$ cat src/json_string_escaper_defines.svh
// Assertion macros for the JSON string escaper.
`ifndef JSON_STRING_ESCAPER_DEFINES_SVH
`define JSON_STRING_ESCAPER_DEFINES_SVH

`ifndef SYNTHESIS

`define JSE_ASSERT_IMP(lbl, clk, rst, ante, cons) \
   lbl: assert property (@(posedge clk) disable iff (rst) (ante) |-> (cons)) \
      else $error("jse: implication check failed");

`define JSE_ASSERT_NXT(lbl, clk, rst, ante, cons) \
   lbl: assert property (@(posedge clk) disable iff (rst) (ante) |=> (cons)) \
      else $error("jse: next-cycle check failed");

`else

`define JSE_ASSERT_IMP(lbl, clk, rst, ante, cons)

`define JSE_ASSERT_NXT(lbl, clk, rst, ante, cons)

`endif

`endif

$ cat src/jse_pkg.sv
package jse_pkg;

   localparam logic [1:0] OP_DATA  = 2'd0;
   localparam logic [1:0] OP_START = 2'd1;
   localparam logic [1:0] OP_END   = 2'd2;

   localparam logic [7:0] CH_QUOTE = 8'h22;
   localparam logic [7:0] CH_BSL   = 8'h5C;
   localparam logic [7:0] CH_U     = 8'h75;
   localparam logic [7:0] CH_ZERO  = 8'h30;
   localparam logic [7:0] CH_TWO   = 8'h32;
   localparam logic [7:0] CH_EIGHT = 8'h38;
   localparam logic [7:0] CH_NINE  = 8'h39;
   localparam logic [7:0] CH_LA    = 8'h61;
   localparam logic [7:0] CH_B     = 8'h62;
   localparam logic [7:0] CH_F     = 8'h66;
   localparam logic [7:0] CH_N     = 8'h6E;
   localparam logic [7:0] CH_R     = 8'h72;
   localparam logic [7:0] CH_T     = 8'h74;

   localparam logic [7:0] RAW_BS   = 8'h08;
   localparam logic [7:0] RAW_TAB  = 8'h09;
   localparam logic [7:0] RAW_LF   = 8'h0A;
   localparam logic [7:0] RAW_FF   = 8'h0C;
   localparam logic [7:0] RAW_CR   = 8'h0D;
   localparam logic [7:0] CTRL_MAX = 8'h1F;
   localparam logic [7:0] LEAD_E2  = 8'hE2;
   localparam logic [7:0] MID_80   = 8'h80;
   localparam logic [7:0] TAIL_A8  = 8'hA8;
   localparam logic [7:0] TAIL_A9  = 8'hA9;

   localparam int QUEUE_DEPTH = 4;

   typedef enum logic [1:0] {
      HELD_NONE = 2'd0,
      HELD_E2   = 2'd1,
      HELD_E280 = 2'd2
   } held_type;

   typedef enum logic [2:0] {
      KIND_NONE  = 3'd0,
      KIND_QUOTE = 3'd1,
      KIND_PASS  = 3'd2,
      KIND_ESC2  = 3'd3,
      KIND_UESC  = 3'd4,
      KIND_USEP  = 3'd5
   } kind_type;

   // flush: held bytes emitted ahead of the main sequence
   typedef struct packed {
      logic [1:0] flush;
      kind_type   kind;
      logic [7:0] arg;
   } job_type;

   function automatic logic [7:0] hex_char(input logic [3:0] nib);
      logic [7:0] r;
      if (nib < 4'd10) begin
         r = CH_ZERO + {4'd0, nib};
      end else begin
         r = CH_LA + {4'd0, nib} - 8'd10;
      end
      return r;
   endfunction

   function automatic logic [3:0] job_len(input job_type job);
      logic [3:0] m;
      case (job.kind)
         KIND_QUOTE, KIND_PASS: m = 4'd1;
         KIND_ESC2:             m = 4'd2;
         KIND_UESC, KIND_USEP:  m = 4'd6;
         default:               m = 4'd0;
      endcase
      return m + {2'd0, job.flush};
   endfunction

   function automatic logic [7:0] job_byte(input job_type job, input logic [2:0] idx);
      logic [2:0] k;
      logic [7:0] r;
      k = idx - {1'b0, job.flush};
      r = CH_QUOTE;
      if (idx < {1'b0, job.flush}) begin
         r = (idx == 3'd0) ? LEAD_E2 : MID_80;
      end else begin
         case (job.kind)
            KIND_QUOTE: r = CH_QUOTE;
            KIND_PASS:  r = job.arg;
            KIND_ESC2:  r = (k == 3'd0) ? CH_BSL : job.arg;
            KIND_UESC: begin
               case (k) inside
                  3'd0:       r = CH_BSL;
                  3'd1:       r = CH_U;
                  3'd2, 3'd3: r = CH_ZERO;
                  3'd4:       r = hex_char(job.arg[7:4]);
                  default:    r = hex_char(job.arg[3:0]);
               endcase
            end
            KIND_USEP: begin
               case (k) inside
                  3'd0:       r = CH_BSL;
                  3'd1:       r = CH_U;
                  3'd2, 3'd4: r = CH_TWO;
                  3'd3:       r = CH_ZERO;
                  default:    r = job.arg;
               endcase
            end
            default: r = CH_QUOTE;
         endcase
      end
      return r;
   endfunction

endpackage

$ cat src/jse_front.sv
`include "json_string_escaper_defines.svh"

module jse_front (
   input  logic            clock,
   input  logic            reset,
   input  logic            accept,
   input  logic [1:0]      opcode,
   input  logic [7:0]      data_byte,
   output logic            wr_en,
   output jse_pkg::job_type wr_job
);
   import jse_pkg::*;

   held_type held_ff;
   held_type held_in;
   job_type  job;
   logic     done;

   always_ff @(posedge clock) begin
      if (reset) begin
         held_ff <= HELD_NONE;
      end else if (accept) begin
         held_ff <= held_in;
      end
   end

   always_comb begin
      held_in    = held_ff;
      job.flush  = 2'd0;
      job.kind   = KIND_NONE;
      job.arg    = data_byte;
      done       = 1'b0;
      unique case (opcode)
         OP_START, OP_END: begin
            job.flush = (held_ff == HELD_E2) ? 2'd1 : (held_ff == HELD_E280) ? 2'd2 : 2'd0;
            job.kind  = KIND_QUOTE;
            held_in   = HELD_NONE;
         end
         OP_DATA: begin
            held_in = HELD_NONE;
            unique case (held_ff)
               HELD_E2: begin
                  if (data_byte == MID_80) begin
                     held_in = HELD_E280;
                     done    = 1'b1;
                  end else begin
                     job.flush = 2'd1;
                  end
               end
               HELD_E280: begin
                  if (data_byte == TAIL_A8 || data_byte == TAIL_A9) begin
                     job.kind = KIND_USEP;
                     job.arg  = (data_byte == TAIL_A8) ? CH_EIGHT : CH_NINE;
                     done     = 1'b1;
                  end else begin
                     job.flush = 2'd2;
                  end
               end
               default: ;
            endcase
            if (!done) begin
               if (data_byte == LEAD_E2) begin
                  held_in = HELD_E2;
               end else begin
                  unique case (data_byte) inside
                     CH_BSL, CH_QUOTE: job.kind = KIND_ESC2;
                     RAW_BS:  begin job.kind = KIND_ESC2; job.arg = CH_B; end
                     RAW_FF:  begin job.kind = KIND_ESC2; job.arg = CH_F; end
                     RAW_LF:  begin job.kind = KIND_ESC2; job.arg = CH_N; end
                     RAW_CR:  begin job.kind = KIND_ESC2; job.arg = CH_R; end
                     RAW_TAB: begin job.kind = KIND_ESC2; job.arg = CH_T; end
                     default: job.kind = (data_byte <= CTRL_MAX) ? KIND_UESC : KIND_PASS;
                  endcase
               end
            end
         end
         default: ;  // unused opcode: no output, state kept
      endcase
   end

   assign wr_job = job;
   assign wr_en  = accept && (job_len(job) != 4'd0);

   `JSE_ASSERT_NXT(a_e2_starts_hold, clock, reset,
      accept && opcode == OP_DATA && data_byte == LEAD_E2 && held_ff == HELD_NONE,
      held_ff == HELD_E2)
   `JSE_ASSERT_NXT(a_e280_only_after_e2, clock, reset,
      held_ff == HELD_NONE, held_ff != HELD_E280)
   `JSE_ASSERT_IMP(a_hold_extend_silent, clock, reset,
      accept && opcode == OP_DATA && held_ff == HELD_E2 && data_byte == MID_80, !wr_en)

endmodule

$ cat src/jse_queue.sv
`include "json_string_escaper_defines.svh"

module jse_queue #(
   parameter int QueueDepth = jse_pkg::QUEUE_DEPTH
) (
   input  logic             clock,
   input  logic             reset,
   input  logic             wr_en,
   input  jse_pkg::job_type wr_job,
   input  logic             rd_en,
   output jse_pkg::job_type rd_job,
   output logic             rd_valid,
   output logic             full
);
   import jse_pkg::*;

   localparam int PtrW = (QueueDepth > 1) ? $clog2(QueueDepth) : 1;
   localparam int CntW = $clog2(QueueDepth + 1);

   job_type           slot_ff [QueueDepth];
   logic [PtrW-1:0]   wr_ptr_ff;
   logic [PtrW-1:0]   rd_ptr_ff;
   logic [CntW-1:0]   count_ff;
   logic [PtrW-1:0]   wr_ptr_in;
   logic [PtrW-1:0]   rd_ptr_in;

   assign full     = (count_ff == CntW'(QueueDepth));
   assign rd_valid = (count_ff != '0);
   assign rd_job   = slot_ff[rd_ptr_ff];

   assign wr_ptr_in = (wr_ptr_ff == PtrW'(QueueDepth - 1)) ? '0 : wr_ptr_ff + 1'b1;
   assign rd_ptr_in = (rd_ptr_ff == PtrW'(QueueDepth - 1)) ? '0 : rd_ptr_ff + 1'b1;

   always_ff @(posedge clock) begin
      if (wr_en) begin
         slot_ff[wr_ptr_ff] <= wr_job;
      end
   end

   always_ff @(posedge clock) begin
      if (reset) begin
         wr_ptr_ff <= '0;
         rd_ptr_ff <= '0;
         count_ff  <= '0;
      end else begin
         if (wr_en) wr_ptr_ff <= wr_ptr_in;
         if (rd_en) rd_ptr_ff <= rd_ptr_in;
         case ({wr_en, rd_en})
            2'b10:   count_ff <= count_ff + 1'b1;
            2'b01:   count_ff <= count_ff - 1'b1;
            default: count_ff <= count_ff;
         endcase
      end
   end

   `JSE_ASSERT_IMP(a_no_write_full, clock, reset, full, !wr_en)
   `JSE_ASSERT_IMP(a_no_read_empty, clock, reset, !rd_valid, !rd_en)
   `JSE_ASSERT_IMP(a_count_bound, clock, reset, 1'b1, count_ff <= CntW'(QueueDepth))

endmodule

$ cat src/jse_back.sv
`include "json_string_escaper_defines.svh"

module jse_back (
   input  logic             clock,
   input  logic             reset,
   input  logic             q_valid,
   input  jse_pkg::job_type q_job,
   output logic             q_pop,
   input  logic             pop,
   output logic             empty,
   output logic [7:0]       out_byte,
   output logic             last
);
   import jse_pkg::*;

   logic [2:0] idx_ff;
   logic [2:0] idx_in;
   logic       rsp_valid_ff;
   logic [7:0] rsp_byte_ff;
   logic       rsp_last_ff;
   logic       load;
   logic       at_end;
   logic [3:0] len;

   assign len    = job_len(q_job);
   assign load   = q_valid && (!rsp_valid_ff || pop);
   assign at_end = ({1'b0, idx_ff} == len - 4'd1);
   assign q_pop  = load && at_end;
   assign idx_in = at_end ? 3'd0 : idx_ff + 3'd1;

   always_ff @(posedge clock) begin
      if (reset) begin
         idx_ff       <= 3'd0;
         rsp_valid_ff <= 1'b0;
      end else begin
         if (load) begin
            idx_ff <= idx_in;
         end
         if (load) begin
            rsp_valid_ff <= 1'b1;
         end else if (pop) begin
            rsp_valid_ff <= 1'b0;
         end
      end
   end

   always_ff @(posedge clock) begin
      if (load) begin
         rsp_byte_ff <= job_byte(q_job, idx_ff);
         rsp_last_ff <= at_end;
      end
   end

   assign empty    = !rsp_valid_ff;
   assign out_byte = rsp_byte_ff;
   assign last     = rsp_last_ff;

   `JSE_ASSERT_IMP(a_idx_in_range, clock, reset, q_valid, {1'b0, idx_ff} < len)
   `JSE_ASSERT_IMP(a_job_nonempty, clock, reset, q_valid, len != 4'd0 && len <= 4'd8)
   `JSE_ASSERT_NXT(a_pop_marks_last, clock, reset, q_pop, rsp_valid_ff && rsp_last_ff)

endmodule

$ cat src/json_string_escaper.sv
// JSON string escaper.
// Input queue port: req_opcode (data byte, string start, string end) and
// req_data_byte, taken on a clock edge with push high and full low.
// Result queue port: rsp_out_byte and rsp_last are valid while empty is low
// and leave on a clock edge with pop high. rsp_last marks the final byte
// produced by one input item; items that only extend a held E2 / E2 80
// prefix produce nothing.
// The first byte of an item passes through the job queue and then the output
// register before it shows on the result port.
// Throughput: one result byte per cycle while pop is high, set by the single
// output register fed from the job queue; input runs at one item per cycle
// while escapes are short; the back end takes an n-byte item a byte at a time.
// The front end classifies and queues jobs (QueueDepth entries); full rises
// when that queue fills, so a stalled result side backs up into push.
// Reset (synchronous, active high) empties the queue, drops any held prefix
// bytes and marks the output register empty.
module json_string_escaper #(
   parameter int QueueDepth = jse_pkg::QUEUE_DEPTH
) (
   input  logic       clock,
   input  logic       reset,
   input  logic       push,
   output logic       full,
   input  logic [1:0] req_opcode,
   input  logic [7:0] req_data_byte,
   output logic       empty,
   input  logic       pop,
   output logic [7:0] rsp_out_byte,
   output logic       rsp_last
);
   import jse_pkg::*;

   logic    accept;
   logic    wr_en;
   job_type wr_job;
   logic    rd_en;
   job_type rd_job;
   logic    rd_valid;
   logic    q_full;

   assign accept = push && !q_full;
   assign full   = q_full;

   jse_front u_front (
      .clock     (clock),
      .reset     (reset),
      .accept    (accept),
      .opcode    (req_opcode),
      .data_byte (req_data_byte),
      .wr_en     (wr_en),
      .wr_job    (wr_job)
   );

   jse_queue #(
      .QueueDepth (QueueDepth)
   ) u_queue (
      .clock    (clock),
      .reset    (reset),
      .wr_en    (wr_en),
      .wr_job   (wr_job),
      .rd_en    (rd_en),
      .rd_job   (rd_job),
      .rd_valid (rd_valid),
      .full     (q_full)
   );

   jse_back u_back (
      .clock    (clock),
      .reset    (reset),
      .q_valid  (rd_valid),
      .q_job    (rd_job),
      .q_pop    (rd_en),
      .pop      (pop),
      .empty    (empty),
      .out_byte (rsp_out_byte),
      .last     (rsp_last)
   );

endmodule

$ cat config.mk
export PLATFORM = sky130hd
export DESIGN_NAME = json_string_escaper
export DESIGN_NICKNAME = d
export VERILOG_FILES = /design/src/jse_pkg.sv /design/src/jse_front.sv /design/src/jse_queue.sv /design/src/jse_back.sv /design/src/json_string_escaper.sv
export VERILOG_INCLUDE_DIRS = /design/src /design/src/src
export SDC_FILE = /design/constraint.sdc
export NUM_CORES = 1
export LEC_CHECK = 0
export BUFFER_PORTS_ARGS = -buffer_cell sky130_fd_sc_hd__buf_2
export CELL_PAD_IN_SITES_DETAIL_PLACEMENT = 1
export CELL_PAD_IN_SITES_GLOBAL_PLACEMENT = 1
export CORE_ASPECT_RATIO = 1.2
export CORE_MARGIN = 3
export CORE_UTILIZATION = 45
export DETAILED_ROUTE_END_ITERATION = 10
export PLACE_DENSITY = 0.85
export SYNTH_ARGS = -nofsm -noshare
export SYNTH_HDL_FRONTEND = slang
export SYNTH_SLANG_ARGS = --single-unit
$ cat constraint.sdc
create_clock -name clock -period 4.2 [get_ports clock]
set_clock_uncertainty 0.05 [all_clocks]
set_input_delay 0.21 -clock clock [delete_from_list [all_inputs] [get_ports clock]]
set_output_delay 0.21 -clock clock [all_outputs]
set_load 0.02 [all_outputs]
==> summary.txt <==
Run status
  • Outcome: finished with violations
  • Failing checks: negative setup slack

Critical path
  • R2r setup slk: -0.22 ns
  • Startpoint Class: register
  • Peak fanout along the critical path: 5
  • Crit Path Category: reg -> reg
  • CP max stage delay: 0.61 ns
  • R2r endpoint: u_queue.count_ff[2]
  • CP Cell Sequence: mux4_2 > nor2b_1 > o21bai_1 > ha_2 > inv_1 > ha_2 > fa_1 > xor2_1 > nor3_2 > nand2_1 > nor2_2 > ha_2 > inv_2 > fa_2 > xor2_1 > or3_1 > a21oi_2
  • Cell depth of the worst flop-to-flop path: 17
  • Delay-heaviest family, CP: adder cells
  • CP Buf/Inv Count: 2
  • Crit end category: register
  • Critical Path Stages: 17
  • Crit-path slowest cell: mux4_2
  • Worst EP required: 4.44 ns
  • WP data arrival: 4.66 ns
  • Crit path top cell by count: ha_2
  • CP endpoint: u_queue.count_ff[2]

Routing
  • First-pass DRT Iterations: 4
  • Post-DRT Antenna Nets: 0
  • Vias/cell: 5.82
  • DR WL/cell: 20.0 um
  • DRC errors left: 0
  • Vias: 3230
  • Drt first-iter violations: 149
  • Post-Route WL: 11.1 mm

Floorplan
  • I/O pins: 25
  • Starting density of the core: 46.9%
  • Die height: 113 um
  • # rows: 38
  • Core area: 9220 um^2
  • Die area: 10800 um^2
  • Die X: 95.5 um

Yosys
  • Synth area leader: edfxtp_1
  • Asr flop ratio synth: 0%
  • Synth Flop Type: edfxtp_1
  • Cells after Synth: 375
  • Post-synth EDFFs: 61
  • Synth Area per Inst: 11.5 um^2
  • Post-synth top area share: 42.3%
  • Synth top cells by count: edfxtp_1, inv_1, a21oi_1
  • Synth Register Bits: 76
  • Sequential fraction of the synthesis area: 49.2%
  • Most area-consuming cells after synthesis: edfxtp_1, dfxtp_1, ha_1, mux4_2, a21oi_1
  • Netlist cell types: 63
  • Count leader, synth: edfxtp_1
  • Number of synthesis warnings: 0
  • Synth Net Count: 415
  • Mapped Area: 4330 um^2

STA
  • Period utilisation layout: 105%
  • Final critical-path setup slack: -0.223 ns
  • RSZ-0062 raised after global routing: true
  • Slew margin rel.: 52.4%
  • Setup violators final: 7
  • Max frequency: 226 MHz
  • Final-report hold violation count: 0
  • Measured slew at the worst slew-check pin: 0.712 ns
  • Max Slew Vio Count: 0
  • Post-route minimum period: 4.42 ns

Global routing
  • Total track usage: 22.2%
  • Initial antenna violation count: 0
  • Largest net degree at the start of global routing: 15
  • Number of global-route vias before repair: 3553
  • GRT overflow: 0
  • First-pass GRT wire length: 18.1 mm

Clock tree
  • CTS tree: yes
  • H-Tree Depth: 3
  • Clock Tree Buf Depth: 2
  • Clock latency on the worst-skew pair: 0.36 ns
  • CTS sink cnt: 76
  • Total CTS buffers: 9
  • Clk pin slew, worst setup/hold paths: 0.09 ns
  • Clk root buf: clkbuf_8

Power and ir drop
  • Maximum VDD drop: 0.000169 V
  • Static Leakage: 1.88 nW
  • PD cells: 403 nW/um^2
  • Power Total: 2.03 mW

Job
  • Total of max-cap violations: 0

Placed design
  • Port bufs: 24
  • Placer Congestion: 0.827
  • Detailed placement HPWL: 7.58 mm

Final layout
  • N_diodes: 0
  • Fillers: 996
  • P&R area growth vs syn: 16.6%
  • Share of post-route cells with drive strength above 1: 28.0%
  • Nets: 470
  • Final core occ: 54.7%

Worst hold path
  • Hold Path Depth: 4
  • Worst Hold Class: in -> reg
## per-stage QoR
| step | hold WS (ns) | cells | setup slack [ns] | setup TNS [ns] | area [um^2] |
|---|---|---|---|---|---|
| 6_report | 0.0655 | 555 | -0.223 | -0.562 | 5050 |
| 5_1_grt | 0.0939 | 555 | -0.403 | -1.89 | 5050 |
| 4_1_cts | 0.0520 | 554 | 0.00345 | 0 | 5010 |
| 3_5_place_dp | 0.415 | 525 | -0.192 | -0.245 | 4700 |
| 3_3_place_gp | 0.405 | 525 | 0.0733 | 0 | 4700 |
| 2_1_floorplan | 0.237 | 375 | 0.00344 | 0 | 4370 |
## metal layers
metal	up-vias	GRT usage, %	wire, um
li1	1492	-	-
met1	1613	24.7	4310
met2	83	39.0	5930
met3	42	4.22	323
met4	0	12.3	515
met5	-	0	0
## tightest hold or removal path: stages
cell     delay, ns
buf_2         0.07
inv_1         0.04
nand2_1       0.06
a21oi_1       0.05
## logic make-up after synthesis
| family | share of synthesized area [%] |
|---|---|
| AND/OR/NAND/NOR | 14.1 |
| buffers and inverters | 5.09 |
| XOR/XNOR | 2.66 |
| multiplexers | 8.18 |
| AO/OA/AOI/OAI | 12.5 |
| adder cells (fa/ha/maj) | 8.21 |
| flip-flops | 49.2 |
## layout make-up
| type | count | area [um^2] | share of cell area, % |
|---|---|---|---|
| Multi-Input combinational cell | 249 | 2050 | 40.6 |
| Timing Repair Buffer | 59 | 387 | 7.66 |
| Tap cell | 120 | 150 | 2.98 |
| Clock buffer | 9 | 124 | 2.45 |
| Clock inverter | 7 | 67.6 | 1.34 |
| Inverter | 35 | 131 | 2.60 |
| Sequential cell | 76 | 2140 | 42.4 |
## cell usage in the layout, fill, tap and decap left out, types with 17 or more instances in the layout
master,instances
edfxtp_1,61
buf_4,34
inv_1,33
a21oi_1,26
nand2_1,24
buf_2,24
nor2_1,20
o21ai_0,18
ha_1,17
## sequential cells by signal (all words and copies together), names as in the netlist, named ones only
register / count
u_queue.rd_ptr_ff: 2
u_queue.count_ff: 3
u_back.out_byte: 8
u_back.last: 1
u_queue.wr_ptr_ff: 2
u_front.held_ff: 2
u_queue.slot_ff: 52
u_back.rsp_valid_ff: 1
u_back.idx_ff: 3
## repair_timing
| item | in CTS | in global routing |
|---|---|---|
| buffers inserted | 13 | 1 |
| cloned | 0 | 0 |
| gates resized for setup | 11 | 6 |
| endpoints found under the setup margin | 2 | 7 |
| hold buffers | 0 | 0 |
| pin swaps | 8 | 3 |
## power by group
| group | total [mW] | switching, mW | internal (mW) |
|---|---|---|---|
| clock | 0.555 | 0.283 | 0.271 |
| sequential | 0.890 | 0.0232 | 0.867 |
| combinational | 0.587 | 0.354 | 0.234 |
| total | 2.03 | 0.660 | 1.37 |
## worst min path at each step
stage	startpoint	to	slack, ns
after floorplan	reset	u_back.idx_ff[2]	0.24
after global placement	u_back.rsp_valid_ff	u_back.rsp_valid_ff	0.40
after detailed placement	u_back.rsp_valid_ff	u_back.rsp_valid_ff	0.41
after CTS	pop	u_back.rsp_valid_ff	0.05
after global routing	pop	u_back.rsp_valid_ff	0.09
final	pop	u_back.rsp_valid_ff	0.07
No activity file was read; power rests on OpenSTA's default activity.
